[src/rtl/flc_pkg.sv]
// Shared types and codes for the full linear convolution block.
`default_nettype none

package flc_pkg;

    localparam int VAL_W  = 16;   // tap and sample width
    localparam int PROD_W = 32;   // one tap times one sample
    localparam int RES_W  = 40;   // accumulated result, wraps modulo 2^40
    localparam int ACT_W  = 2;

    typedef logic [ACT_W-1:0]         t_act;
    typedef logic signed [VAL_W-1:0]  t_val;
    typedef logic signed [PROD_W-1:0] t_prod;
    typedef logic signed [RES_W-1:0]  t_res;

    localparam t_act ACT_CLEAR  = 2'd0;
    localparam t_act ACT_TAP    = 2'd1;
    localparam t_act ACT_SAMPLE = 2'd2;

    // per-cell control, driven from the top level
    typedef struct packed {
        logic adv;        // product stage moves on
        logic shift;      // sample line moves one cell along
        logic clr_hist;   // zero the sample line
        logic clr_tap;    // zero the tap
        logic load_tap;   // write this cell's tap
    } t_cell_ctl;

endpackage

`default_nettype wire

[src/rtl/flc_cell.sv]
// One convolution cell: a tap, one sample of history and a registered product.
`default_nettype none

module flc_cell (
    input  logic              i_clk,
    input  logic              i_rst_n,
    input  flc_pkg::t_cell_ctl i_ctl,
    input  flc_pkg::t_val     i_tap,
    input  flc_pkg::t_val     i_x,
    output flc_pkg::t_val     o_x,
    output flc_pkg::t_prod    o_prod
);
    import flc_pkg::*;

    t_val  r_tap;
    t_val  r_x;
    t_prod r_prod;
    t_prod n_prod;

    // i_x is the sample this tap sees for the item now entering
    assign n_prod = PROD_W'(r_tap) * PROD_W'(i_x);

    always_ff @(posedge i_clk) begin
        if (!i_rst_n) begin
            r_tap <= '0;
            r_x   <= '0;
        end else begin
            if (i_ctl.clr_tap) begin
                r_tap <= '0;
            end else if (i_ctl.load_tap) begin
                r_tap <= i_tap;
            end
            if (i_ctl.clr_hist) begin
                r_x <= '0;
            end else if (i_ctl.shift) begin
                r_x <= i_x;
            end
        end
    end

    always_ff @(posedge i_clk) begin
        if (i_ctl.adv) begin
            r_prod <= n_prod;
        end
    end

    assign o_x    = r_x;
    assign o_prod = r_prod;

endmodule

`default_nettype wire

[config.mk]
export PLATFORM = sky130hd
export DESIGN_NAME = flc_cell
export DESIGN_NICKNAME = d
export VERILOG_FILES = /design/src/rtl/flc_pkg.sv /design/src/rtl/flc_cell.sv
export SDC_FILE = /design/constraint.sdc
export NUM_CORES = 1
export LEC_CHECK = 0
export ABC_AREA = 1
export CORE_ASPECT_RATIO = 0.5
export CORE_MARGIN = 3
export CORE_UTILIZATION = 60
export DETAILED_ROUTE_END_ITERATION = 7
export DONT_BUFFER_PORTS = 1
export PLACE_DENSITY = 0.88
export SYNTH_ARGS = -nofsm -noshare
export SYNTH_HDL_FRONTEND = slang
export SYNTH_SLANG_ARGS = --single-unit
[constraint.sdc]
create_clock -name i_clk -period 6.3 [get_ports i_clk]
set_input_delay 0.315 -clock i_clk [delete_from_list [all_inputs] [get_ports i_clk]]
set_output_delay 0.315 -clock i_clk [all_outputs]
set_load 0.02 [all_outputs]
# Word level (Yosys, flattened, before mapping)
# Index checks and enable logic that the tools add are counted.
dict set report totals {
  register_bits 64
  latch_bits 0
  ramBits 0
  mem_bits_ro 0
  input_bits 39
  out_inout_bits 48
  wordCells 7
  mem_count 0
}
dict set report classes {
  n_addsub 0
  mul 1
  div 0
  magnitude_cmp 0
  n_eq_ne 0
  n_shift 0
  n_mux 0
  n_bitwise 1
  n_reduce_logical 2
}
# op n
set op_table {}
lappend op_table {{multiplier 16 x 16 -> 32 bit} 1}
lappend op_table {{OR reduction 2 bit} 2}
lappend op_table {{NOT 1 bit} 1}

# Longest topological paths before layout
dict set report logic_depth {
  ltp_word 2
  ltp_mapped 26
  mapped_depth_nobuf 25
}

# Worst setup path before layout
# No wires, ideal clock.
dict set report synth_path {
  path_type {reg2reg}
  startpoint {reg r_tap[15]}
  endpoint {reg r_prod[31], in the netlist o_prod[31] (data pin)}
  setup_ps 253
  arrival_time_ps 5339
  setup_slack_ps 708
  stages_incl_launch_ff 23
  cell_sequence {dfxtp_1 clkbuf_1 clkbuf_1 nand2_1 fa_1 inv_1 fa_1 inv_1 fa_1 fa_1 fa_1 fa_1 inv_1 ha_1 nand2_1 nor2_1 nand3_1 nor3_1 nand2_1 inv_1 nor2_1 nand2_1 nand2_1}
}
dict set report synth_via {
  elab_chain_len 1
}
# item line
set synth_lines {}
lappend synth_lines {{start: declaration} flc_cell.sv:15} ;# t_val r_tap;
lappend synth_lines {{start signal: assignment} flc_cell.sv:31} ;# r_tap <= i_tap;
lappend synth_lines {{multiplier 16 x 16 -> 32 bit} flc_cell.sv:21} ;# assign n_prod = PROD_W'(r_tap) * PROD_W'(i_x);
lappend synth_lines {{named net n_prod[31]} flc_cell.sv:18} ;# t_prod n_prod;
lappend synth_lines {{end signal: assignment} flc_cell.sv:43} ;# r_prod <= n_prod;
lappend synth_lines {{end: declaration} flc_cell.sv:17} ;# t_prod r_prod;
# The timed path passes the listed nets, and every way through them passes these cells.
# A chain may end at the register's enable or synchronous reset.

# Worst setup path after layout
# Ends and elaborated chain as after synthesis.

==> results.json <==
{
  "numPortBuffers": 0,
  "skew_ns": 0.0134,
  "antennaDiodeCount": 0,
  "io_pins": 87,
  "place_hpwl_mm": 24.6,
  "worst_slew_pin_slew_ns": 0.777,
  "report.final.setup_viol": 0,
  "first_global_vias": 10669,
  "hold_slack_ns": 0.0639,
  "r2r_slack_ns": 0.40,
  "insertion_delay_ns": 0.35,
  "wirelength_mm": 29.6,
  "fillers": 1650,
  "cts.clk_slew.worst_paths_ns": 0.06,
  "critPathMaxFanout": 13,
  "multi_input_comb_area_sq_um": 9220,
  "die_h_microns": 110,
  "cts_root_buf": "clkbuf_16",
  "rr_startpoint": "r_tap[15]",
  "ys_seq_elements": 64,
  "ys_types": 31,
  "clkSinkCount": 64,
  "syn_inst": 1641,
  "grt_overflow": 0,
  "syn_area_per_cell_sq_um": 7.86,
  "layout.nets": 1978,
  "via_per_inst": 5.37,
  "antenna_found_initial": 0,
  "yosysTopAreaCell": "fa_1",
  "synth_nets": 2024,
  "gp_congestion": 0.961,
  "drtIter0Drc": 987,
  "startpoint_type": "flop",
  "ant_nets": 0,
  "h-tree-depth": 3,
  "p_leak_nw": 7.94,
  "worst_r2r_endpoint": "o_prod[31]",
  "holdPathStages": 1,
  "layout_commonest_cell": "inv_1",
  "areaGrowthSynthToFinish_pct": 3.73,
  "period_needed_ns": 5.90,
  "rr_worst_depth": 21,
  "status": "complete, no violations",
  "synth-simple-area-share_pct": 18.6,
  "dieWidth_microns": 213,
  "fin_total_pwr_mw": 2.60,
  "rsz0062_at_grt": "false",
  "initial_utilization_pct": 61.9,
  "synthMuxAreaShare_pct": 0,
  "seq_area_frac_synth_pct": 12.4,
  "drtPass1Iterations": 5,
  "drive_gt1_share_pct": 3.94,
  "routedWlPerCell_microns": 15.8,
  "rows": 37,
  "min_to": "o_x[15]",
  "post_cts_buffers": 0,
  "hold_path.class": "primary input to flop",
  "numCtsBuffers": 9,
  "synth_top_family_by_area": "adder cells",
  "dp_cells": 1857,
  "core_area_sq_um": 20800,
  "cp-end-kind": "flop",
  "crit_arrival_ns": 6.00,
  "synth_warnings": 0,
  "hp-start": "i_ctl[3]",
  "fmax_ghz": 0.169,
  "dieArea_sq_um": 23400,
  "relSlewSlack_pct": 48.2,
  "cp.required_ns": 6.40,
  "grt.met1_usage_pct": 35.6,
  "maxSlewViolCount": 0,
  "grt_use_total_pct": 27.4,
  "hold_viol_final": 0,
  "grt_pass1_wl_mm": 50.2,
  "finalCritPeriodShare_pct": 93.7,
  "grt_max_degree": 33,
  "fin_cells": 1873,
  "met3_usage_pct": 5.05,
  "cap_violations": 0,
  "synth_compound_area_share_pct": 2.92,
  "powerDensity_nw_per_um2": 194,
  "post_cts_resized": 0,
  "dr_total_vias": 10066,
  "layout_common_cells": "473 x inv_1, 468 x nand2_1, 261 x fa_1, 82 x ha_1, 54 x a21oi_1",
  "top_usage_layer": "met2",
  "drc": 0,
  "ff_latch_area_sq_um": 1600,
  "tns_ns": 0,
  "cts_tree": "done",
  "worstSetupPathType": "flop to flop",
  "vdd_drop_max_uv": 134,
  "hold_buffers": 0,
  "syn_area_sq_um": 12900,
  "grt_util_met2_pct": 46.6,
  "clock_path_buffers": 2,
  "synth_area_leaders": "fa_1 41%, inv_1 14%, nand2_1 14%, ha_1 8.0%, edfxtp_1 7.5%",
  "synthAdderAreaFrac_pct": 48.6,
  "synth_xor_xnor_area_share_pct": 1.36,
  "synth_top_area_share_pct": 40.7
}
cell type report:
class	instances	share of cell area, %
Clock buffer	9	1.68
Multi-Input combinational cell	1026	69.0
Sequential cell	64	12.0
Timing Repair Buffer	14	0.786
Tap cell	273	2.55
Clock inverter	7	0.552
Inverter	480	13.5
logic make-up after synthesis:
group / Yosys count
xor+xnor: 20
buf+inv: 551
fa+ha+maj: 344
compound gates: 71
simple gates: 591
flops: 64
metrics by stage:
stage	area [sq um]	setup slack [ns]	util [%]
after CTS	13400	0.318	64.2
after detailed placement	13100	0.360	62.7
after global routing	13400	0.0627	64.2
after floorplan	12900	0.708	-
after global placement	13100	0.424	62.7
final	13400	0.397	64.2
worst max-delay path by stage:
stage / from / endpoint / slack [ns] / cells after the start
finish: r_tap[15] / o_prod[31] / 0.40 / 21
global route: r_tap[15] / o_prod[31] / 0.06 / 21
CTS: r_tap[15] / o_prod[31] / 0.32 / 21
detailed placement: r_tap[15] / o_prod[31] / 0.36 / 21
global placement: r_tap[15] / o_prod[31] / 0.42 / 21
floorplan: r_tap[15] / o_prod[31] / 0.71 / 22
metal layers:
layer / part of all wire, % / up-vias
li1: - / 4559
met1: 40 / 4911
met2: 47 / 505
met3: 9.2 / 91
met4: 3.2 / 0
met5: 0 / -
report_power, final:
part           total (mW)  switching (mW)  internal (mW)
registers           0.700           0.136          0.564
clock network       0.528           0.217          0.311
logic                1.37           0.866          0.502
total                2.60            1.22           1.38
registers in the layout, summed over array words and instances, names as in the netlist:
signal and flops:
o_prod 32, o_x 16, r_tap 16
worst max-delay path, cell delays in order, from the launching register on:
cell and delay, ns:
dfxtp_1 0.40, buf_4 0.25, nand2_1 0.16, fa_1 0.57, inv_1 0.08, fa_2 0.67, inv_1 0.12, fa_1 0.49
inv_1 0.06, fa_1 0.56, fa_1 0.44, fa_1 0.45, ha_1 0.40, nand2_1 0.12, nor2_1 0.16, nand3_1 0.17
nor3_1 0.17, nand2_1 0.15, inv_1 0.09, nor2_1 0.04, nand2_1 0.05, nand2_1 0.05
synth_stat cells:
cell	number
inv_1	473
nand2_1	468
fa_1	262
ha_1	82
clkbuf_1	70
a21oi_1	54
nor2_1	45
nand3_1	33
dfxtp_1	32
edfxtp_1	32
xor2_1	17
nand4_1	12
inv_2	7
nand2_2	7
nor2_2	7
o21ai_0	7
nor3_1	5
o21bai_1	4
nand3b_1	3
nor3_2	3
or2_2	3
xnor2_1	3
nand3_2	2
nor2_4	2
o21ai_1	2
a211oi_1	1
a21o_1	1
a21oi_2	1
and2_1	1
buf_2	1
o21a_1	1
Note: power is estimated with default switching activity, not from simulation.
